### src/rtl/kedfr_pkg.sv
// shared types and constants of the key event deframer
package kedfr_pkg;

    // bytes in one key packet, the last one is padding
    localparam int unsigned PACKET_BYTES = 8;

    // packet type codes
    localparam logic [7:0] TYPE_DOWN = 8'd1;
    localparam logic [7:0] TYPE_UP   = 8'd2;

    // configuration register indexes
    localparam logic [1:0] REG_CTRL_MASK = 2'd0;
    localparam logic [1:0] REG_C_CODE    = 2'd1;
    localparam logic [1:0] REG_F12_CODE  = 2'd2;

    // reset values of the configuration registers
    localparam logic [7:0]  CTRL_MASK_RST = 8'd1;
    localparam logic [15:0] C_CODE_RST    = 16'd6;
    localparam logic [15:0] F12_CODE_RST  = 16'd69;

    // operation carried by an input item
    typedef enum logic [1:0] {
        OP_PUSH  = 2'd0,
        OP_READ  = 2'd1,
        OP_FLUSH = 2'd2
    } t_op;

    // result kind of an output item
    typedef enum logic [2:0] {
        KIND_ABSORBED = 3'd0,
        KIND_INJECTED = 3'd1,
        KIND_READ     = 3'd2,
        KIND_EMPTY    = 3'd3,
        KIND_FILTERED = 3'd4
    } t_kind;

    // one stored key event, 56 bits
    typedef struct packed {
        logic [7:0]  ev_type;
        logic [7:0]  mods;
        logic [15:0] code;
        logic [15:0] chr;
        logic [7:0]  rep;
    } t_event;

    localparam int unsigned EVENT_W = $bits(t_event);

    // control states
    typedef enum logic {
        S_IDLE = 1'b0,
        S_READ = 1'b1
    } t_state;

endpackage

### src/rtl/kedfr_ram.sv
// generic simple dual-port ram with registered read
module kedfr_ram #(
    parameter int WIDTH = 56,
    parameter int DEPTH = 64
) (
    input  logic                     i_clk,
    input  logic                     i_wr_en,
    input  logic [$clog2(DEPTH)-1:0] i_wr_addr,
    input  logic [WIDTH-1:0]         i_wr_data,
    input  logic                     i_rd_en,
    input  logic [$clog2(DEPTH)-1:0] i_rd_addr,
    output logic [WIDTH-1:0]         o_rd_data
);

    logic [WIDTH-1:0] r_mem [DEPTH];
    logic [WIDTH-1:0] r_rd_data;

    // write port
    always_ff @(posedge i_clk) begin
        if (i_wr_en) begin
            r_mem[i_wr_addr] <= i_wr_data;
        end
    end

    // registered read port
    always_ff @(posedge i_clk) begin
        if (i_rd_en) begin
            r_rd_data <= r_mem[i_rd_addr];
        end
    end

    assign o_rd_data = r_rd_data;

endmodule

### src/rtl/key_event_deframe_filter_ring.sv
// Key event deframer: gathers pushed bytes into 8-byte little-endian key packets, drops
// packets that fail the type, zero-code and stop-key filter, and queues the rest in a
// RING_DEPTH-entry ring held in a synchronous RAM that overwrites its oldest event when
// full. A push, flush or unused op loads its result at accept; a non-empty read issues the
// registered ring RAM read and passes through S_READ, where no new item is accepted. One item is in
// work at a time and a finished result waits in the output register, which may be taken
// in the same cycle the next item is accepted. No clearing pass is needed after reset.
module key_event_deframe_filter_ring #(
    parameter int RING_DEPTH = 64
) (
    input  logic        i_clk,
    input  logic        i_rst_n,
    // apb-style configuration port
    input  logic        psel,
    input  logic        penable,
    input  logic        pwrite,
    input  logic [3:0]  paddr,
    input  logic [31:0] pwdata,
    output logic [31:0] prdata,
    output logic        pready,
    // input item channel
    input  logic        i_in_valid,
    output logic        o_in_ready,
    input  logic [1:0]  i_op,
    input  logic [7:0]  i_rx_byte,
    // result item channel
    output logic        o_out_valid,
    input  logic        i_out_ready,
    output logic [2:0]  o_result_kind,
    output logic        o_key_released,
    output logic [7:0]  o_event_type,
    output logic [7:0]  o_modifiers,
    output logic [15:0] o_key_code,
    output logic [15:0] o_unicode_char,
    output logic [7:0]  o_repeat_value,
    output logic        o_dropped_oldest,
    output logic [6:0]  o_queued_count
);

    import kedfr_pkg::*;

    localparam int PTR_W = $clog2(RING_DEPTH);
    localparam int CNT_W = $clog2(RING_DEPTH + 1);

    // configuration registers
    logic [7:0]  r_ctrl_mask;
    logic [15:0] r_c_code;
    logic [15:0] r_f12_code;

    // deframer and ring state
    logic [7:0]       r_pkt [PACKET_BYTES-1];
    logic [2:0]       r_byte_cnt, n_byte_cnt;
    logic [PTR_W-1:0] r_wptr, n_wptr;
    logic [PTR_W-1:0] r_rptr, n_rptr;
    logic [CNT_W-1:0] r_count, n_count;
    t_state           r_state, n_state;

    // output register
    logic        r_out_valid, n_out_valid;
    t_kind       r_out_kind;
    t_event      r_out_ev;
    logic        r_out_dropped;
    logic [CNT_W-1:0] r_out_count;

    logic             w_accept;
    logic             w_cfg_wr;
    logic             w_last_byte;
    logic             w_blocked;
    logic             w_full;
    logic             w_empty;
    logic             w_inject;
    logic             w_rd_issue;
    logic             w_load;
    t_event           w_pkt_ev;
    t_event           w_ram_rd;
    t_kind            w_kind;
    t_event           w_ev;
    logic             w_dropped;
    logic [PTR_W-1:0] w_wptr_inc;
    logic [PTR_W-1:0] w_rptr_inc;
    logic [CNT_W+6:0] w_count_wide;

    assign w_accept = i_in_valid && o_in_ready;
    assign w_cfg_wr = psel && penable && pwrite;
    assign pready   = 1'b1;

    // configuration writes
    always_ff @(posedge i_clk) begin
        if (!i_rst_n) begin
            r_ctrl_mask <= CTRL_MASK_RST;
            r_c_code    <= C_CODE_RST;
            r_f12_code  <= F12_CODE_RST;
        end else if (w_cfg_wr) begin
            case (paddr[3:2])
                REG_CTRL_MASK: r_ctrl_mask <= pwdata[7:0];
                REG_C_CODE:    r_c_code    <= pwdata[15:0];
                REG_F12_CODE:  r_f12_code  <= pwdata[15:0];
                default: ;
            endcase
        end
    end

    // configuration read back
    always_comb begin
        case (paddr[3:2])
            REG_CTRL_MASK: prdata = {24'd0, r_ctrl_mask};
            REG_C_CODE:    prdata = {16'd0, r_c_code};
            REG_F12_CODE:  prdata = {16'd0, r_f12_code};
            default:       prdata = 32'd0;
        endcase
    end

    // assemble the completed packet, padding byte discarded
    always_comb begin
        w_pkt_ev.ev_type = r_pkt[0];
        w_pkt_ev.mods    = r_pkt[1];
        w_pkt_ev.code    = {r_pkt[3], r_pkt[2]};
        w_pkt_ev.chr     = {r_pkt[5], r_pkt[4]};
        w_pkt_ev.rep     = r_pkt[6];
    end

    // stop-key and sanity filter
    assign w_blocked = !(w_pkt_ev.ev_type inside {TYPE_DOWN, TYPE_UP})
                    || (w_pkt_ev.code == 16'd0)
                    || (((w_pkt_ev.mods & r_ctrl_mask) != 8'd0) && (w_pkt_ev.code == r_c_code))
                    || (w_pkt_ev.code == r_f12_code);

    assign w_last_byte = (r_byte_cnt == 3'(PACKET_BYTES - 1));
    assign w_full      = (r_count == CNT_W'(RING_DEPTH));
    assign w_empty     = (r_count == '0);
    assign w_wptr_inc  = (r_wptr == PTR_W'(RING_DEPTH - 1)) ? '0 : r_wptr + 1'b1;
    assign w_rptr_inc  = (r_rptr == PTR_W'(RING_DEPTH - 1)) ? '0 : r_rptr + 1'b1;

    // item decode: ring updates and, but for a non-empty read, the result loaded at accept
    always_comb begin
        n_byte_cnt = r_byte_cnt;
        n_wptr     = r_wptr;
        n_rptr     = r_rptr;
        n_count    = r_count;
        w_inject   = 1'b0;
        w_rd_issue = 1'b0;
        w_load     = 1'b0;
        w_kind     = KIND_ABSORBED;
        w_ev       = '0;
        w_dropped  = 1'b0;
        if (w_accept) begin
            w_load = 1'b1;
            case (i_op)
                OP_PUSH: begin
                    if (!w_last_byte) begin
                        n_byte_cnt = r_byte_cnt + 1'b1;
                    end else begin
                        n_byte_cnt = '0;
                        w_ev       = w_pkt_ev;
                        if (w_blocked) begin
                            w_kind = KIND_FILTERED;
                        end else begin
                            w_kind    = KIND_INJECTED;
                            w_inject  = 1'b1;
                            w_dropped = w_full;
                            n_wptr    = w_wptr_inc;
                            if (w_full) begin
                                n_rptr = w_rptr_inc;
                            end else begin
                                n_count = r_count + 1'b1;
                            end
                        end
                    end
                end
                OP_READ: begin
                    if (w_empty) begin
                        w_kind = KIND_EMPTY;
                    end else begin
                        w_load     = 1'b0;
                        w_rd_issue = 1'b1;
                        n_rptr     = w_rptr_inc;
                        n_count    = r_count - 1'b1;
                    end
                end
                OP_FLUSH: begin
                    n_byte_cnt = '0;
                    n_wptr     = '0;
                    n_rptr     = '0;
                    n_count    = '0;
                end
                default: ;
            endcase
        end
    end

    // next state
    always_comb begin
        n_state = r_state;
        case (r_state)
            S_IDLE:  if (w_rd_issue) n_state = S_READ;
            S_READ:  n_state = S_IDLE;
            default: n_state = S_IDLE;
        endcase
    end

    // state outputs
    always_comb begin
        case (r_state)
            S_IDLE:  o_in_ready = !r_out_valid || i_out_ready;
            S_READ:  o_in_ready = 1'b0;
            default: o_in_ready = 1'b0;
        endcase
    end

    // output valid: set when a result is loaded, cleared when taken
    always_comb begin
        if (w_load || (r_state == S_READ)) begin
            n_out_valid = 1'b1;
        end else if (i_out_ready) begin
            n_out_valid = 1'b0;
        end else begin
            n_out_valid = r_out_valid;
        end
    end

    // control registers
    always_ff @(posedge i_clk) begin
        if (!i_rst_n) begin
            r_state     <= S_IDLE;
            r_byte_cnt  <= '0;
            r_wptr      <= '0;
            r_rptr      <= '0;
            r_count     <= '0;
            r_out_valid <= 1'b0;
        end else begin
            r_state     <= n_state;
            r_byte_cnt  <= n_byte_cnt;
            r_wptr      <= n_wptr;
            r_rptr      <= n_rptr;
            r_count     <= n_count;
            r_out_valid <= n_out_valid;
        end
    end

    // partial packet bytes
    always_ff @(posedge i_clk) begin
        if (w_accept && (i_op == OP_PUSH) && !w_last_byte) begin
            r_pkt[r_byte_cnt] <= i_rx_byte;
        end
    end

    // result payload
    always_ff @(posedge i_clk) begin
        if (r_state == S_READ) begin
            r_out_kind    <= KIND_READ;
            r_out_ev      <= w_ram_rd;
            r_out_dropped <= 1'b0;
            r_out_count   <= r_count;
        end else if (w_load) begin
            r_out_kind    <= w_kind;
            r_out_ev      <= w_ev;
            r_out_dropped <= w_dropped;
            r_out_count   <= n_count;
        end
    end

    // event ring storage
    kedfr_ram #(
        .WIDTH (EVENT_W),
        .DEPTH (RING_DEPTH)
    ) u_ring (
        .i_clk     (i_clk),
        .i_wr_en   (w_inject),
        .i_wr_addr (r_wptr),
        .i_wr_data (w_pkt_ev),
        .i_rd_en   (w_rd_issue),
        .i_rd_addr (r_rptr),
        .o_rd_data (w_ram_rd)
    );

    // output ports
    assign w_count_wide     = (CNT_W + 7)'(r_out_count);
    assign o_out_valid      = r_out_valid;
    assign o_result_kind    = r_out_kind;
    assign o_key_released   = (r_out_ev.ev_type == TYPE_UP);
    assign o_event_type     = r_out_ev.ev_type;
    assign o_modifiers      = r_out_ev.mods;
    assign o_key_code       = r_out_ev.code;
    assign o_unicode_char   = r_out_ev.chr;
    assign o_repeat_value   = r_out_ev.rep;
    assign o_dropped_oldest = r_out_dropped;
    assign o_queued_count   = w_count_wide[6:0];

endmodule

### config.mk
export PLATFORM = sky130hd
export DESIGN_NAME = key_event_deframe_filter_ring
export DESIGN_NICKNAME = d
export VERILOG_FILES = /design/src/rtl/kedfr_pkg.sv /design/src/rtl/kedfr_ram.sv /design/src/rtl/key_event_deframe_filter_ring.sv
export SDC_FILE = /design/constraint.sdc
export NUM_CORES = 2
export LEC_CHECK = 0
export BUFFER_PORTS_ARGS = -buffer_cell sky130_fd_sc_hd__buf_2
export CAP_MARGIN = 5
export CORE_MARGIN = 10
export CORE_UTILIZATION = 46
export CTS_CLUSTER_SIZE = 10
export DETAILED_ROUTE_END_ITERATION = 10
export GPL_TIMING_DRIVEN = 0
export PLACE_DENSITY = 0.58
export RECOVER_POWER = 100
export SLEW_MARGIN = 20
export SYNTH_ARGS = -nofsm -noshare
export SYNTH_HDL_FRONTEND = slang
export SYNTH_SLANG_ARGS = --single-unit
### constraint.sdc
create_clock -name i_clk -period 6.9 [get_ports i_clk]
set_input_delay 2.07 -clock i_clk [delete_from_list [all_inputs] [get_ports i_clk]]
set_output_delay 2.07 -clock i_clk [all_outputs]
set_load 0.005 [all_outputs]
; ---- After elaboration in Yosys (flattened, before gate mapping)
; Memories as Yosys holds them, arrays and structs flattened. A register that Yosys moved wholly into a read port is not among the register bits.
; Index checks and enable logic that the tools add are counted.
[word_totals]
regBits = 131
latch_bits = 0
ram_bits = 3640
romBits = 0
in_bits = 53
output_inout_bits = 103
wordCells = 127
mem_count = 2
[op_classes]
n_addsub = 5
multipliers = 0
div = 0
order_cmp = 0
n_eq_ne = 17
shift = 0
n_mux = 54
bitwise_logic = 2
reduce_logical = 30
[mem_list]
columns = name, depth, word_bits, read_ports, rd_ports_with_merged_regs, wr, line_no
row1 = u_ring.r_mem, 64, 56, 1, 1, 1, kedfr_ram.sv:15  ; logic [WIDTH-1:0] r_mem [DEPTH];
row2 = r_pkt, 7, 8, 7, 0, 1, key_event_deframe_filter_ring.sv:51  ; logic [7:0] r_pkt [PACKET_BYTES-1];
[ops]
columns = op, count
row1 = 56-bit two-way mux, 5
row2 = 7-bit two-way mux, 7
row3 = 6-bit two-way mux, 8
row4 = 16-bit case mux with 3 select lines, 1
row5 = 16-bit == test, 2
row6 = 1-bit two-way mux, 21
row7 = 7-bit case mux with 3 select lines, 1
row8 = 6-bit case mux with 3 select lines, 1
row9 = "8-bit by 2-bit == test with 1-bit output, second input constant", 2
row10 = 16-bit zero test, 1
row11 = "6-bit by 1-bit adder with 6-bit output, second input constant", 2
row12 = "6-bit == test, second input constant", 2
row13 = 3-bit two-way mux, 4
row14 = 3-bit case mux with 2 select lines, 2
row15 = 6-bit case mux with 2 select lines, 1
row16 = 8-bit AND, 1
row17 = "8-bit by 1-bit == test with 1-bit output, second input constant", 1
row18 = "2-bit inequality test, second input constant", 4
row19 = 2-bit AND reduction, 4
row20 = 2-bit nonzero test, 4
row21 = 8-bit nonzero test, 1
row22 = "7-bit by 1-bit adder with 7-bit output, second input constant", 1
row23 = "7-bit == test, second input constant", 1
row24 = 7-bit zero test, 1
row25 = other kinds (15), 30

; ---- Depth between registers and ports, before layout
; An unclocked memory read counts as a cell.
[logic_depth]
word_depth = 13
depth_mapped = 10
mapped_depth_nobuf = 10

; ---- Modules after synthesis
; Synthesis repeated with hierarchy kept, for this count alone.
[hier_totals]
hier_cells = 6690
hier_area_um2 = 145888.7
[modules_own_cells]
columns = mod, n_inst, cells_each, area_each_um2, seq_area_each_um2
row1 = kedfr_ram, 1, 5949, 137544.4, 109304.8
row2 = key_event_deframe_filter_ring, 1, 741, 8344.3, 4934.7

; ---- Worst setup path before layout
; Ideal clock, no wire load.
[synth_path]
path_kind = in2reg
start = in i_op[0]
end = mem u_ring.r_mem[44][0], enable pin
setup_ns = 0.471
t_arrival_ns = 5.898
required_ns = 6.429
path_slack_ns = 0.531
cell_stages = 9
n_path_buf = 3
cell_sequence = buf_2 > nand2b_1 > buf_1 > nand2_1 > nor2_1 > nand3b_1 > or3b_1 > buf_6 > nor2_1
[synth_between]
elab_chain_len = 5
[synth_rtl]
columns = item, line_no
row1 = from (decl), key_event_deframe_filter_ring.sv:24  ; input logic [1:0] i_op,
row2 = 2-bit zero test, key_event_deframe_filter_ring.sv:148  ; case (i_op)
row3 = 1-bit two-way mux, key_event_deframe_filter_ring.sv:148
row4 = 1-bit two-way mux, key_event_deframe_filter_ring.sv:146  ; if (w_accept) begin
row5 = 1-bit two-way mux, kedfr_ram.sv:20  ; if (i_wr_en) begin
row6 = 1-bit two-way mux (implied by the code), kedfr_ram.sv:21  ; r_mem[i_wr_addr] <= i_wr_data;
row7 = to (decl), kedfr_ram.sv:15
; Every way passes these cells.

==> flow_summary_export.csv <==
group,metric,value,unit
run_status,outcome,"finished with violations",
run_status,violations,"max-capacitance violations, max-slew violations",
grt,grt_pass1_wl,597000,um
routing,firstDrtPassIters,6,
sta,slew_violations,331,
sta,finalSetupTns,0,ns
routing,wl_per_cell,38.8,um
min_path,hold_start,"r_c_code[5]$_SDFFE_PN0P_",
power,total_leakage_power,50.9,nW
clocking,cts_buffers,428,
power,ir_worst_vdd,0.213,mV
synth,ys_ff_latch,3827,
routing,first_iter_violations,10391,
clocking,post_cts_buffers,0,
worst_setup_path,crit_chain,"xor2_1 -> nor4b_4 -> nand3_1 -> a311oi_2 -> nand3b_1 -> or2_2 -> clkbuf_1 -> nor2_4 -> buf_12 -> buf_16 -> clkbuf_2",
worst_setup_path,slowest_stage,"xor2_1",
synth,yosys.area_share.simple,1.14,%
placement,io_buffers,119,
die,fp.dieH,583,um
clocking,clock_latency,0.99,ns
sta,min_period_over_period,98.5,%
power,power_switching,9.29,mW
worst_setup_path,worst_path_largest_cell_delay,1.12,ns
synth,yosys-mux-area-fraction,18.3,%
worst_setup_path,critPathCaptureType,"register",
clocking,htree_levels,5,
clocking,hold_buffers,0,
die,die_x,583,um
finish,area_growth,16.1,%
sta,timing.hold.ws,0.500,ns
grt,grt_pass1_vias,72236,
routing,via_count,71764,
sta,worst_pin_slew,2.50,ns
worst_setup_path,cp_max_fo,14,
routing,wirelength,435000,um
worst_setup_path,rr_endpoint,"u_ring.r_mem[13][50]$_DFFE_PP_",
sta,hold_violations,0,
synth,synth_top_family_by_area,"multiplexers",
routing,viasPerCell,6.40,
synth,synthXorXnorAreaFrac,0.204,%
finish,drive_gt1_share,30.4,%
sta,period_needed,6.80,ns
power,pwr-share-clk,43.3,%
sta,postLayoutSetupSlackWorst,0.102,ns
sta,final-setup-viol-count,0,
finish,postLayoutCellArea,169000,um2
worst_setup_path,worstRegToRegCells,11,
finish,fin_cells,11205,
synth,async_flop_share,0,%
placement,preCtsSetupSlack,0.868,ns
power,power,46.1,mW
synth,synth-compound-area-share,0.955,%
synth,synth_fa_ha_area_share,0.0515,%
synth,ys_seq_area_share,78.3,%
power,p_int,36.9,mW
worst_setup_path,path_class,"register to register",
sta,max_freq,147,MHz
synth,synth-edff-count,3759,
worst_setup_path,cp-start-kind,"register",
routing,ant_nets,0,
sta,skew,0.0705,ns
grt,grt-ovfl-total,0,
sta,slew_headroom,-66.5,%
clocking,post_cts_resized,0,
worst_setup_path,crit_arrival,7.36,ns
clocking,cts_root_buf,"clkbuf_16",
worst_setup_path,reg2reg_slack,0.10,ns
grt,grt_max_degree,36,
placement,dp_hpwl,308000,um
synth,ys.flop_type,"edfxtp_1",
power,powerDensity,273,nW/um2
placement,placed_cells,10640,
synth,yosysWarnings,0,
die,dieArea,340000,um2
die,core,315000,um2
worst_setup_path,reg2reg_from,"r_pkt[0][1]$_DFFE_PP_",
synth,synth_cells,5939,
job,drv_cap,31,
clocking,clockBufferDepth,4,
die,initial_core_util,46.3,%
power,seq_power_share,54.7,%
clocking,path_clk_slew,0.06,ns
synth,synth_area,146000,um2
synth,ys_types,72,
die,rows,206,
worst_setup_path,cp_data_required_time,7.47,ns
clocking,cts_num_sinks,3827,
grt,grt_use_total,25.3,%
min_path,hold_path.class,"register to register",
power,switching_share,20.1,%
synth,syn_avg_cell_area,24.6,um2
placement,gp_congestion,0.825,
finish,nNetsFinal,6969,
finish,final_util,53.7,%
sta,rsz0062_at_grt,"false",
die,num_io_pins,156,
placement,dpl-instance-area,161000,um2
grt,antenna_found_initial,33,
routing,drc,0,
min_path,hold_end,"r_c_code[5]$_SDFFE_PN0P_",
clocking,cts_tree,"yes",
min_path,holdPathStages,2,
power,pwr-share-comb,2.0,%
layer usage:
metal  track usage (%)  vias to the layer above  part of all wire [%]
met5                 0                        -                0.0030
met4              10.8                        2                   5.2
met3              5.18                      885                   9.3
met2              40.0                     4040                    47
met1              34.6                    39305                    38
li1                  -                    27532                     -
placed cells by master (no fill, tap or decap), types with 6 or more instances in the layout:
cell       instances
a21boi_0          36
nor2_4            31
nand3b_1           9
buf_16            97
clkinv_8           7
mux2i_1           26
dfxtp_1           68
nor2_2             6
conb_1            17
mux2_2            10
buf_1             13
edfxtp_1        3759
nor2b_1           15
buf_4             17
mux4_2          1167
buf_12           103
clkbuf_16        430
xnor2_1           32
nand3_1           28
buf_2            132
nor2_1            54
nor4_1             8
ha_1               6
clkbuf_1         474
nand2_1          112
and3_1             6
clkinv_1           8
o21ai_0           35
diode_2           24
clkbuf_2          92
nor3_1             8
a22o_1            64
a21oi_1            9
a31oi_1            6
nand4_1           15
or3_1              9
clkinv_16         15
logic make-up after synthesis:
| logic type | after synthesis |
|---|---|
| other | 2 |
| xor gates and xnor gates | 34 |
| buffers and inverters | 343 |
| and+or+nand+nor | 339 |
| muxes | 1203 |
| adders and majority gates | 6 |
| AOI/OAI and AO/OA | 185 |
| DFF | 3827 |
worst max-delay path, delay by kind of cell, from the launching register on:
family                    cells  cell delay (ns)
and+or+nand+nor               5             2.48
buffers and inverters         4             1.44
xor gates and xnor gates      1             1.12
AOI/OAI and AO/OA             1             0.55
DFF                           1             0.69
layout make-up:
cell class | count | area, um2
Clock inverter | 38 | 708
Multi-Input combinational cell | 1784 | 30400
Antenna cell | 24 | 60.1
Timing Repair Buffer | 526 | 6100
Clock buffer | 503 | 11000
Buffer | 338 | 1540
Inverter | 5 | 20.0
Sequential cell | 3827 | 114000
Fill cell | 23664 | 146000
Tap cell | 4160 | 5200
worst max-delay path by stage:
| stage | startpoint | cells past startpoint | end | slack (ns) |
|---|---|---|---|---|
| final | r_pkt[0][1]$_DFFE_PP_ | 11 | u_ring.r_mem[13][50]$_DFFE_PP_ | 0.10 |
| after global routing | r_pkt[0][1]$_DFFE_PP_ | 10 | u_ring.r_mem[22][50]$_DFFE_PP_ | 0.31 |
| after CTS | r_pkt[0][1]$_DFFE_PP_ | 11 | u_ring.r_mem[29][49]$_DFFE_PP_ | 1.08 |
| after detailed placement | i_op[0] | 12 | u_ring.r_mem[29][45]$_DFFE_PP_ | 0.87 |
| after global placement | r_pkt[0][1]$_DFFE_PP_ | 8 | u_ring.r_mem[13][48]$_DFFE_PP_ | -5.60 |
| after floorplan | i_op[0] | 9 | u_ring.r_mem[44][0]$_DFFE_PP_ | 0.53 |
sequential cells by signal, indices dropped and copies added (netlist names), 16 cells and up:
name              flops
o_key_code           16
o_unicode_char       16
r_c_code             16
r_f12_code           16
r_pkt                56
u_ring.o_rd_data     56
u_ring.r_mem       3584
power by group through the flow:
| stage | Combinational [mW] | Sequential [mW] | Clock, mW |
|---|---|---|---|
| after floorplan | 0.561 | 25.7 | 0 |
| after global placement | 0.875 | 25.8 | 0 |
| after detailed placement | 0.943 | 25.7 | 0 |
| after CTS | 0.945 | 25.3 | 20.2 |
| after global routing | 0.960 | 25.2 | 21.1 |
| final | 0.911 | 25.3 | 20.0 |
cells in the mapped netlist, types with 3 or more instances:
| cell | n | share of area, % |
|---|---|---|
| a21oi_1 | 9 | 0.031 |
| or3b_1 | 4 | 0.024 |
| a22o_1 | 63 | 0.38 |
| a21boi_0 | 34 | 0.18 |
| buf_2 | 101 | 0.35 |
| nand2_1 | 111 | 0.29 |
| nor3b_1 | 4 | 0.021 |
| and2_1 | 6 | 0.026 |
| xnor2_1 | 32 | 0.19 |
| o21ai_0 | 33 | 0.11 |
| nand3_1 | 28 | 0.096 |
| o211ai_1 | 4 | 0.021 |
| dfxtp_1 | 68 | 0.93 |
| mux4_2 | 1167 | 18 |
| nand2b_1 | 5 | 0.021 |
| or4_1 | 3 | 0.015 |
| a31oi_1 | 6 | 0.026 |
| o21a_1 | 3 | 0.015 |
| or3_1 | 9 | 0.039 |
| a22oi_1 | 5 | 0.026 |
| o22ai_1 | 3 | 0.013 |
| nor2b_1 | 15 | 0.064 |
| mux2_2 | 10 | 0.077 |
| clkbuf_1 | 190 | 0.49 |
| edfxtp_1 | 3759 | 77 |
| nand4_1 | 15 | 0.064 |
| nand3b_1 | 9 | 0.046 |
| nor3_1 | 9 | 0.031 |
| ha_1 | 6 | 0.051 |
| and3_1 | 6 | 0.026 |
| nor2_1 | 89 | 0.23 |
| a221oi_1 | 3 | 0.018 |
| inv_1 | 5 | 0.013 |
| nor4_1 | 8 | 0.034 |
| buf_1 | 29 | 0.075 |
| buf_4 | 17 | 0.088 |
| mux2i_1 | 26 | 0.18 |
(Power assumes the default switching activity.)
